### src/hw/rtl/srms_pkg.sv
`default_nettype none

package srms_pkg;

  localparam int unsigned SAMPLES  = 5;
  localparam int unsigned SMP_IW   = (SAMPLES > 1) ? $clog2(SAMPLES) : 1;
  localparam int unsigned SMP_CW   = $clog2(SAMPLES + 1);
  localparam int unsigned MED_RANK = SAMPLES / 2;

  localparam int unsigned DIST_W  = 16;
  localparam int unsigned TIME_W  = 32;
  localparam int unsigned ANGLE_W = 8;
  localparam int unsigned STEP_W  = 7;
  localparam int unsigned IVL_W   = 16;
  localparam int unsigned CIDX_W  = 3;
  localparam int unsigned CDATA_W = 16;

  localparam logic [ANGLE_W-1:0] MIN_ANGLE_RST   = 8'd30;
  localparam logic [ANGLE_W-1:0] MAX_ANGLE_RST   = 8'd150;
  localparam logic [STEP_W-1:0]  STEP_SIZE_RST   = 7'd5;
  localparam logic [IVL_W-1:0]   SWEEP_IVL_RST   = 16'd100;
  localparam logic [ANGLE_W-1:0] RIGHT_LIMIT_RST = 8'd80;
  localparam logic [ANGLE_W-1:0] LEFT_LIMIT_RST  = 8'd100;

  typedef enum logic [CIDX_W-1:0] {
    CFG_MIN_ANGLE   = 3'd0,
    CFG_MAX_ANGLE   = 3'd1,
    CFG_STEP_SIZE   = 3'd2,
    CFG_SWEEP_IVL   = 3'd3,
    CFG_RIGHT_LIMIT = 3'd4,
    CFG_LEFT_LIMIT  = 3'd5
  } cfg_idx_e;

  typedef enum logic [1:0] {
    ST_IDLE,
    ST_MEDIAN,
    ST_EMIT
  } state_e;

  typedef enum logic [1:0] {
    SEC_RIGHT  = 2'd0,
    SEC_CENTER = 2'd1,
    SEC_LEFT   = 2'd2
  } sector_e;

  typedef struct packed {
    logic              we;
    logic [SMP_IW-1:0] addr;
    logic [DIST_W-1:0] data;
  } wr_req_t;

  typedef struct packed {
    logic              valid;
    logic [DIST_W-1:0] value;
  } med_res_t;

endpackage

`default_nettype wire

### src/hw/rtl/srms_median.sv
`default_nettype none

module srms_median (
  input  logic             clk_i,
  input  logic             rst_ni,
  input  srms_pkg::wr_req_t wr_i,
  input  logic             start_i,
  output srms_pkg::med_res_t res_o
);
  import srms_pkg::*;

  logic [DIST_W-1:0] mem [SAMPLES];
  logic [DIST_W-1:0] rda_q, rdb_q;

  logic              busy_q;
  logic [SMP_IW-1:0] i_q;
  logic [SMP_CW-1:0] j_q;
  logic              pend_q, last_q;
  logic [SMP_CW-1:0] lt_q, le_q;

  logic              issue;
  logic [SMP_CW-1:0] lt_n, le_n;
  logic              found;

  assign issue = busy_q && (j_q < SMP_CW'(SAMPLES));
  assign lt_n  = lt_q + SMP_CW'(rdb_q < rda_q);
  assign le_n  = le_q + SMP_CW'(rdb_q <= rda_q);
  // candidate is the median when exactly rank elements can sit below it
  assign found = (lt_n <= SMP_CW'(MED_RANK)) && (le_n > SMP_CW'(MED_RANK));

  assign res_o.valid = last_q && found;
  assign res_o.value = rda_q;

  // port a holds the candidate, port b sweeps all entries
  always_ff @(posedge clk_i) begin
    if (wr_i.we) begin
      mem[wr_i.addr] <= wr_i.data;
    end
    rda_q <= mem[i_q];
    rdb_q <= mem[j_q[SMP_IW-1:0]];
  end

  always_ff @(posedge clk_i or negedge rst_ni) begin
    if (!rst_ni) begin
      busy_q <= 1'b0;
      i_q    <= '0;
      j_q    <= '0;
      pend_q <= 1'b0;
      last_q <= 1'b0;
      lt_q   <= '0;
      le_q   <= '0;
    end else begin
      pend_q <= issue;
      last_q <= issue && (j_q == SMP_CW'(SAMPLES - 1));
      if (start_i) begin
        busy_q <= 1'b1;
        i_q    <= '0;
        j_q    <= '0;
        lt_q   <= '0;
        le_q   <= '0;
      end else begin
        if (issue) begin
          j_q <= j_q + SMP_CW'(1);
        end
        if (last_q && !found) begin
          i_q  <= i_q + SMP_IW'(1);
          j_q  <= '0;
          lt_q <= '0;
          le_q <= '0;
        end else if (pend_q) begin
          lt_q <= lt_n;
          le_q <= le_n;
        end
        if (last_q && found) begin
          busy_q <= 1'b0;
        end
      end
    end
  end

endmodule

`default_nettype wire

### src/hw/rtl/sweep_radar_median_sectors_core.sv
// Scanning sonar median filter. Each transfer on the input channel carries one finished
// distance and its millisecond time stamp and yields exactly one result. Distances fill a
// sample memory of SAMPLES entries; the input that fills it triggers a median search over
// that memory (candidate read on one port, all entries swept on the other for each candidate
// tried), the median is filed under the right, centre or left sector by the current angle,
// and, for an item that completed a median, if the sweep interval has elapsed the angle
// steps and reverses at the limits. One item at a time is in flight: an item that does not
// fill the buffer passes from the emit state into the output register, one that fills it
// first waits in the median state for the search, and no new item is taken until its
// result has been emitted. The next item is taken while the previous result still waits
// in the output register. Configuration writes are always ready and must only be issued
// while the block is idle.
`default_nettype none

module sweep_radar_median_sectors_core (
  input  logic                         clk_i,
  input  logic                         rst_ni,
  input  logic                         cfg_valid_i,
  output logic                         cfg_ready_o,
  input  logic [srms_pkg::CIDX_W-1:0]  cfg_index_i,
  input  logic [srms_pkg::CDATA_W-1:0] cfg_data_i,
  input  logic                         in_valid_i,
  output logic                         in_stall_o,
  input  logic [srms_pkg::DIST_W-1:0]  distance_i,
  input  logic [srms_pkg::TIME_W-1:0]  now_ms_i,
  output logic                         out_valid_o,
  input  logic                         out_stall_i,
  output logic [srms_pkg::ANGLE_W-1:0] angle_o,
  output logic [srms_pkg::DIST_W-1:0]  left_dist_o,
  output logic [srms_pkg::DIST_W-1:0]  center_dist_o,
  output logic [srms_pkg::DIST_W-1:0]  right_dist_o,
  output logic [2:0]                   sector_valid_o,
  output logic                         median_done_o,
  output logic                         moved_o
);
  import srms_pkg::*;

  // configuration
  logic [ANGLE_W-1:0] min_angle_q, max_angle_q, right_limit_q, left_limit_q;
  logic [STEP_W-1:0]  step_q;
  logic [IVL_W-1:0]   interval_q;

  // block state
  state_e             state_q, state_d;
  logic [SMP_IW-1:0]  count_q;
  logic [ANGLE_W-1:0] angle_q;
  logic               up_q;
  logic [TIME_W-1:0]  last_move_q;
  logic [DIST_W-1:0]  right_q, center_q, left_q;
  logic [2:0]         flags_q;

  // current item
  logic [TIME_W-1:0]  now_q;
  logic               done_q;
  logic [DIST_W-1:0]  med_q;

  // output register
  logic               out_valid_q;
  logic [ANGLE_W-1:0] out_angle_q;
  logic [DIST_W-1:0]  out_left_q, out_center_q, out_right_q;
  logic [2:0]         out_flags_q;
  logic               out_done_q, out_moved_q;

  logic               in_xfer, last_sample, med_start, emit_fire, out_free;
  wr_req_t            wr_req;
  med_res_t           med_res;

  logic [TIME_W-1:0]  elapsed;
  logic               step_ok;
  logic signed [9:0]  a_sum;
  logic signed [9:0]  a_clamp;
  logic               up_d;
  logic [ANGLE_W-1:0] angle_d;
  sector_e            slot;
  logic [DIST_W-1:0]  right_d, center_d, left_d;
  logic [2:0]         flags_d;

  assign cfg_ready_o = 1'b1;
  assign in_xfer     = in_valid_i && !in_stall_o;
  assign last_sample = (count_q == SMP_IW'(SAMPLES - 1));
  assign out_free    = !out_valid_q || !out_stall_i;

  assign wr_req.we   = in_xfer;
  assign wr_req.addr = count_q;
  assign wr_req.data = distance_i;

  srms_median u_median (
    .clk_i   (clk_i),
    .rst_ni  (rst_ni),
    .wr_i    (wr_req),
    .start_i (med_start),
    .res_o   (med_res)
  );

  // next state
  always_comb begin
    state_d = state_q;
    case (state_q)
      ST_IDLE: begin
        if (in_valid_i) begin
          state_d = last_sample ? ST_MEDIAN : ST_EMIT;
        end
      end
      ST_MEDIAN: begin
        if (med_res.valid) begin
          state_d = ST_EMIT;
        end
      end
      ST_EMIT: begin
        if (out_free) begin
          state_d = ST_IDLE;
        end
      end
      default: state_d = ST_IDLE;
    endcase
  end

  // fsm outputs
  always_comb begin
    in_stall_o = 1'b1;
    med_start  = 1'b0;
    emit_fire  = 1'b0;
    case (state_q)
      ST_IDLE: begin
        in_stall_o = 1'b0;
        med_start  = in_valid_i && last_sample;
      end
      ST_MEDIAN: ;
      ST_EMIT:   emit_fire = out_free;
      default: ;
    endcase
  end

  // sector and sweep step for the item being emitted
  always_comb begin
    elapsed = now_q - last_move_q;
    step_ok = done_q && (elapsed >= {{(TIME_W-IVL_W){1'b0}}, interval_q});

    if (up_q) begin
      a_sum = $signed({2'b00, angle_q}) + $signed({3'b000, step_q});
    end else begin
      a_sum = $signed({2'b00, angle_q}) - $signed({3'b000, step_q});
    end
    a_clamp = a_sum;
    up_d    = up_q;
    // max limit first, then min, so crossed limits end at min
    if (a_clamp >= $signed({2'b00, max_angle_q})) begin
      a_clamp = $signed({2'b00, max_angle_q});
      up_d    = 1'b0;
    end
    if (a_clamp <= $signed({2'b00, min_angle_q})) begin
      a_clamp = $signed({2'b00, min_angle_q});
      up_d    = 1'b1;
    end
    angle_d = step_ok ? a_clamp[ANGLE_W-1:0] : angle_q;

    if (angle_q < right_limit_q) begin
      slot = SEC_RIGHT;
    end else if (angle_q > left_limit_q) begin
      slot = SEC_LEFT;
    end else begin
      slot = SEC_CENTER;
    end

    right_d  = right_q;
    center_d = center_q;
    left_d   = left_q;
    flags_d  = flags_q;
    if (done_q) begin
      case (slot)
        SEC_RIGHT:  begin
          right_d    = med_q;
          flags_d[0] = 1'b1;
        end
        SEC_CENTER: begin
          center_d   = med_q;
          flags_d[1] = 1'b1;
        end
        SEC_LEFT:   begin
          left_d     = med_q;
          flags_d[2] = 1'b1;
        end
        default: ;
      endcase
    end
  end

  always_ff @(posedge clk_i or negedge rst_ni) begin
    if (!rst_ni) begin
      min_angle_q   <= MIN_ANGLE_RST;
      max_angle_q   <= MAX_ANGLE_RST;
      step_q        <= STEP_SIZE_RST;
      interval_q    <= SWEEP_IVL_RST;
      right_limit_q <= RIGHT_LIMIT_RST;
      left_limit_q  <= LEFT_LIMIT_RST;
    end else if (cfg_valid_i && cfg_ready_o) begin
      case (cfg_idx_e'(cfg_index_i))
        CFG_MIN_ANGLE:   min_angle_q   <= cfg_data_i[ANGLE_W-1:0];
        CFG_MAX_ANGLE:   max_angle_q   <= cfg_data_i[ANGLE_W-1:0];
        CFG_STEP_SIZE:   step_q        <= cfg_data_i[STEP_W-1:0];
        CFG_SWEEP_IVL:   interval_q    <= cfg_data_i[IVL_W-1:0];
        CFG_RIGHT_LIMIT: right_limit_q <= cfg_data_i[ANGLE_W-1:0];
        CFG_LEFT_LIMIT:  left_limit_q  <= cfg_data_i[ANGLE_W-1:0];
        default: ;
      endcase
    end
  end

  always_ff @(posedge clk_i or negedge rst_ni) begin
    if (!rst_ni) begin
      state_q     <= ST_IDLE;
      count_q     <= '0;
      done_q      <= 1'b0;
      angle_q     <= MIN_ANGLE_RST;
      up_q        <= 1'b1;
      last_move_q <= '0;
      right_q     <= '0;
      center_q    <= '0;
      left_q      <= '0;
      flags_q     <= '0;
      out_valid_q <= 1'b0;
    end else begin
      state_q <= state_d;
      if (in_xfer) begin
        count_q <= last_sample ? '0 : count_q + SMP_IW'(1);
        done_q  <= last_sample;
      end
      if (emit_fire) begin
        right_q  <= right_d;
        center_q <= center_d;
        left_q   <= left_d;
        flags_q  <= flags_d;
        if (step_ok) begin
          angle_q     <= angle_d;
          up_q        <= up_d;
          last_move_q <= now_q;
        end
        out_valid_q <= 1'b1;
      end else if (!out_stall_i) begin
        out_valid_q <= 1'b0;
      end
    end
  end

  always_ff @(posedge clk_i) begin
    if (in_xfer) begin
      now_q <= now_ms_i;
    end
    if (med_res.valid) begin
      med_q <= med_res.value;
    end
    if (emit_fire) begin
      out_angle_q  <= angle_d;
      out_left_q   <= left_d;
      out_center_q <= center_d;
      out_right_q  <= right_d;
      out_flags_q  <= flags_d;
      out_done_q   <= done_q;
      out_moved_q  <= step_ok;
    end
  end

  assign out_valid_o    = out_valid_q;
  assign angle_o        = out_angle_q;
  assign left_dist_o    = out_left_q;
  assign center_dist_o  = out_center_q;
  assign right_dist_o   = out_right_q;
  assign sector_valid_o = out_flags_q;
  assign median_done_o  = out_done_q;
  assign moved_o        = out_moved_q;

  a_med_res_in_median: assert property (@(posedge clk_i) disable iff (!rst_ni)
    med_res.valid |-> state_q == ST_MEDIAN)
    else $error("median result outside median search");

  a_emit_buffer_empty: assert property (@(posedge clk_i) disable iff (!rst_ni)
    (state_q == ST_EMIT && done_q) |-> count_q == '0)
    else $error("sample count not cleared after median");

  a_emit_to_output: assert property (@(posedge clk_i) disable iff (!rst_ni)
    emit_fire |=> out_valid_o)
    else $error("emitted result not presented");

  a_move_needs_median: assert property (@(posedge clk_i) disable iff (!rst_ni)
    out_valid_o |-> (!moved_o || median_done_o))
    else $error("angle moved without a median");

endmodule

`default_nettype wire
### config.mk
export PLATFORM = sky130hd
export DESIGN_NAME = sweep_radar_median_sectors_core
export DESIGN_NICKNAME = d
export VERILOG_FILES = /design/src/hw/rtl/srms_pkg.sv /design/src/hw/rtl/srms_median.sv /design/src/hw/rtl/sweep_radar_median_sectors_core.sv
export SDC_FILE = /design/constraint.sdc
export NUM_CORES = 1
export LEC_CHECK = 0
export BUFFER_PORTS_ARGS = -buffer_cell sky130_fd_sc_hd__buf_2
export CORE_MARGIN = 1.5
export CORE_UTILIZATION = 61
export DETAILED_ROUTE_END_ITERATION = 10
export PLACE_DENSITY_LB_ADDON = 0.15
export SYNTH_ARGS = -nofsm -noshare
export SYNTH_HDL_FRONTEND = slang
export SYNTH_SLANG_ARGS = --single-unit
### constraint.sdc
create_clock -name clk_i -period 7.3 [get_ports clk_i]
set_input_delay 0.365 -clock clk_i [delete_from_list [all_inputs] [get_ports clk_i]]
set_output_delay 0.365 -clock clk_i [all_outputs]
set_load 0.01 [all_outputs]
==> metrics <==
outcome finished, final reports clean; most common cell in the netlist edfxtp_1; drt first-iter violations approximately 620; Syn-to-layout area delta 15.07%; Post-CTS Setup Inserts 0; clock root buffer clkbuf_16; Post-synth ARST share 43.33%; critical path launch point angle_q[1]$_DFFE_PN1P_; Worst slew margin 23.12%; r2r startpoint angle_q[1]$_DFFE_PN1P_; PD cells approximately 490 nW/µm²; top cells by area, synth edfxtp_1 30%, dfrtp_1 19%, mux2_2 10%, ha_1 7.7%, mux4_2 3.8%; DRT Pass-1 Iters 5; first-pass GRT wire length ~65000 µm; CTS max path bufs 3; dpl hpwl between 20000 and 30000 µm; Max Clock Freq approximately 170 MHz; drt via density 5.790; Post-synth EDFFs ~190; CTS tree built; CP max stage delay about 0.63 ns; Vias 11938; FP Rows 64; synthesized area approximately 19000 µm²; Data arrival, critical path approximately 6.2 ns; setup_tns 0 ns; Initial Util between 60% and 70%; DR top layer met4; largest net degree at the start of global routing between 90 and 100; clock sinks slightly below 400; total power 0.01077 W; total gr overflow 0; CP Max Fanout 11; DR DRC count 0; Met1 Routed Length about 18000 µm; DR WL met3 roughly 1600 µm; Fin Hold WS between 0.04 and 0.05 ns; global placement routability congestion between 0.9 and 1; final hold vios 0; overall die height around 180 µm; cells after synthesis roughly 1500; Seq/Total Area, Yosys between 50% and 60%; Avg Inst Size Synth 13.17 µm²; Critical Path RT between 7 and 8 ns; fin nets around 1800; Max-Cap Viols 0; WHS Path Cells 1; Worst-Skew Late Latency 0.55 ns; vias in the first global route between 10000 and 15000; max-slew violation count 0; Hold Path Class in2reg; P_leak between 9 and 10 nW; unrepaired setup endpoints after global routing no; core footprint 30830 µm²; I/O pin count around 140; final wirelength between 40000 and 50000 µm; VDD IR-drop max around 0.00032 V; Synth top area share 29.54%; Commonest cells post-synth 189 x edfxtp_1, 177 x mux2_2, 146 x dfrtp_1; register bit total from synthesis 390; layout cells sized above 1 between 20% and 30%; Worst Setup End Kind flop; routed len/inst about 19 µm; area leader, netlist edfxtp_1; Mapped Nets about 1700; hold path start distance_i[5]; initial antenna violation count 1; ys flop type edfxtp_1; CTS Buf Count ~40; Worst Tran Pin Value between 1 and 1.5 ns; Tmin final ~6 ns; ANT nets after route 0; crit path kind reg2reg; Setup Skew ~0.025 ns; Core Util, Final 71.71%; Die ar. 32570 µm²; Final setup viols 0; clk slew on worst S/H paths about 0.060 ns; H-tree Lvls 2; Synthesis Warnings 0; Worst Setup Start Kind flop; CP max-delay cell dfstp_2; r2r worst-path depth 25; port bufs 134; Yosys cell types 74; met2 wire length 19180 µm; Die W 180.5 µm; GRT Util Overall 25.26%; Crit path top cell by count a21o_1; period utilisation layout between 80% and 90%
## stage by stage
stage	area [µm²]	setup WS, ns	std cells
floorplan	19210	1.635	1459
global placement	20280	1.532	1952
detailed placement	20280	1.401	1952
CTS	22110	1.366	2061
global route	22110	1.023	2062
finish	22110	1.382	2062
## layout by cell type (no fill, tap or decap), types with 10 or more instances in the layout
cell type,instances
dfrtp_1,146
clkbuf_1,12
mux4_2,32
o21ai_0,75
dfxtp_1,32
clkbuf_16,42
buf_2,133
mux2_4,37
a21o_1,36
xor2_1,15
bufinv_16,10
nand4_1,25
nor2_1,49
nor2b_1,15
mux2_2,177
buf_4,15
a21oi_1,56
dfstp_2,23
inv_1,124
ha_1,118
mux2i_1,10
edfxtp_1,189
nand2b_1,22
nand3_1,11
xnor2_1,17
dlygate4sd3_1,33
nand2_1,81
## layout make-up
cell class / count / area [µm²]
repair buffers: 182 / 1120
flip-flops and latches: 390 / 10570
clock inverters: 20 / 370.4
inverters: 125 / 469.2
fillers: 2121 / 8722
clock buffers: 56 / 1124
diodes: 1 / 2.502
well taps: 396 / 495.5
multi-input cells: 892 / 7953
## timing repair
item / in CTS / in global routing
hold buffers: 33 / 0
gates resized for setup: 0 / 0
endpoints found under the hold margin: 104 / 0
## critical path: cells and delay by family, from the launching register on
kind	cells	cell delay, ns
compound gates	12	2.08
xor+xnor	1	0.20
fa+ha+maj	3	0.91
buf+inv	1	0.21
flops	1	0.63
mux	2	0.61
simple gates	6	1.01
## metal layers
| layer | GRT usage, % | vias to the layer above |
|---|---|---|
| met5 | 0 | - |
| met4 | 8.000 | 0 |
| met3 | 3.597 | 66 |
| met2 | 42.00 | 294 |
| met1 | 34.59 | 5916 |
| li1 | - | 5662 |
## registers in the layout (all words and copies together), names as in the netlist, 16 cells and up
| register | count |
|---|---|
| right_dist_o | 16 |
| u_median.mem | 80 |
| left_dist_o | 16 |
| last_move_q | 32 |
| u_median.rda_q | 16 |
| right_q | 16 |
| center_q | 16 |
| left_q | 16 |
| med_q | 16 |
| interval_q | 16 |
| center_dist_o | 16 |
| now_q | 32 |
| u_median.rdb_q | 16 |
## cell families (layout without fill, tap and decap cells)
kind of cell | count (synthesis) | in the layout | synth area share [%]
DFF | 390 | 390 | 55.04
muxes | 256 | 256 | 17.54
and+or+nand+nor | 247 | 247 | 6.421
AOI/OAI and AO/OA | 235 | 235 | 7.744
buffers and inverters | 177 | 383 | 3.784
adders and majority gates | 121 | 121 | 7.997
xor gates and xnor gates | 32 | 32 | 1.459
other | 1 | 2 | 0.01952
## worst paths after layout
check                                          endpoint  slack [ns]
max                                angle_o[7]$_DFFE_PP_        1.38
max reg2reg                        angle_o[7]$_DFFE_PP_        1.38
max in group asynchronous        flags_q[1]$_DFFE_PN0P_        5.31
min reg2reg                         med_q[10]$_DFFE_PP_        0.43
min                        u_median.mem[1][5]$_DFFE_PP_        0.05
min in group asynchronous  right_limit_q[0]$_DFFE_PN0P_        0.49
## where the power goes
part           switching [W]  internal (W)  total [W]
sequential          0.000509       0.00320    0.00371
combinational        0.00249       0.00228    0.00476
clock               0.000858       0.00144    0.00230
total                0.00385       0.00692     0.0108
(Power assumes the default switching activity.)
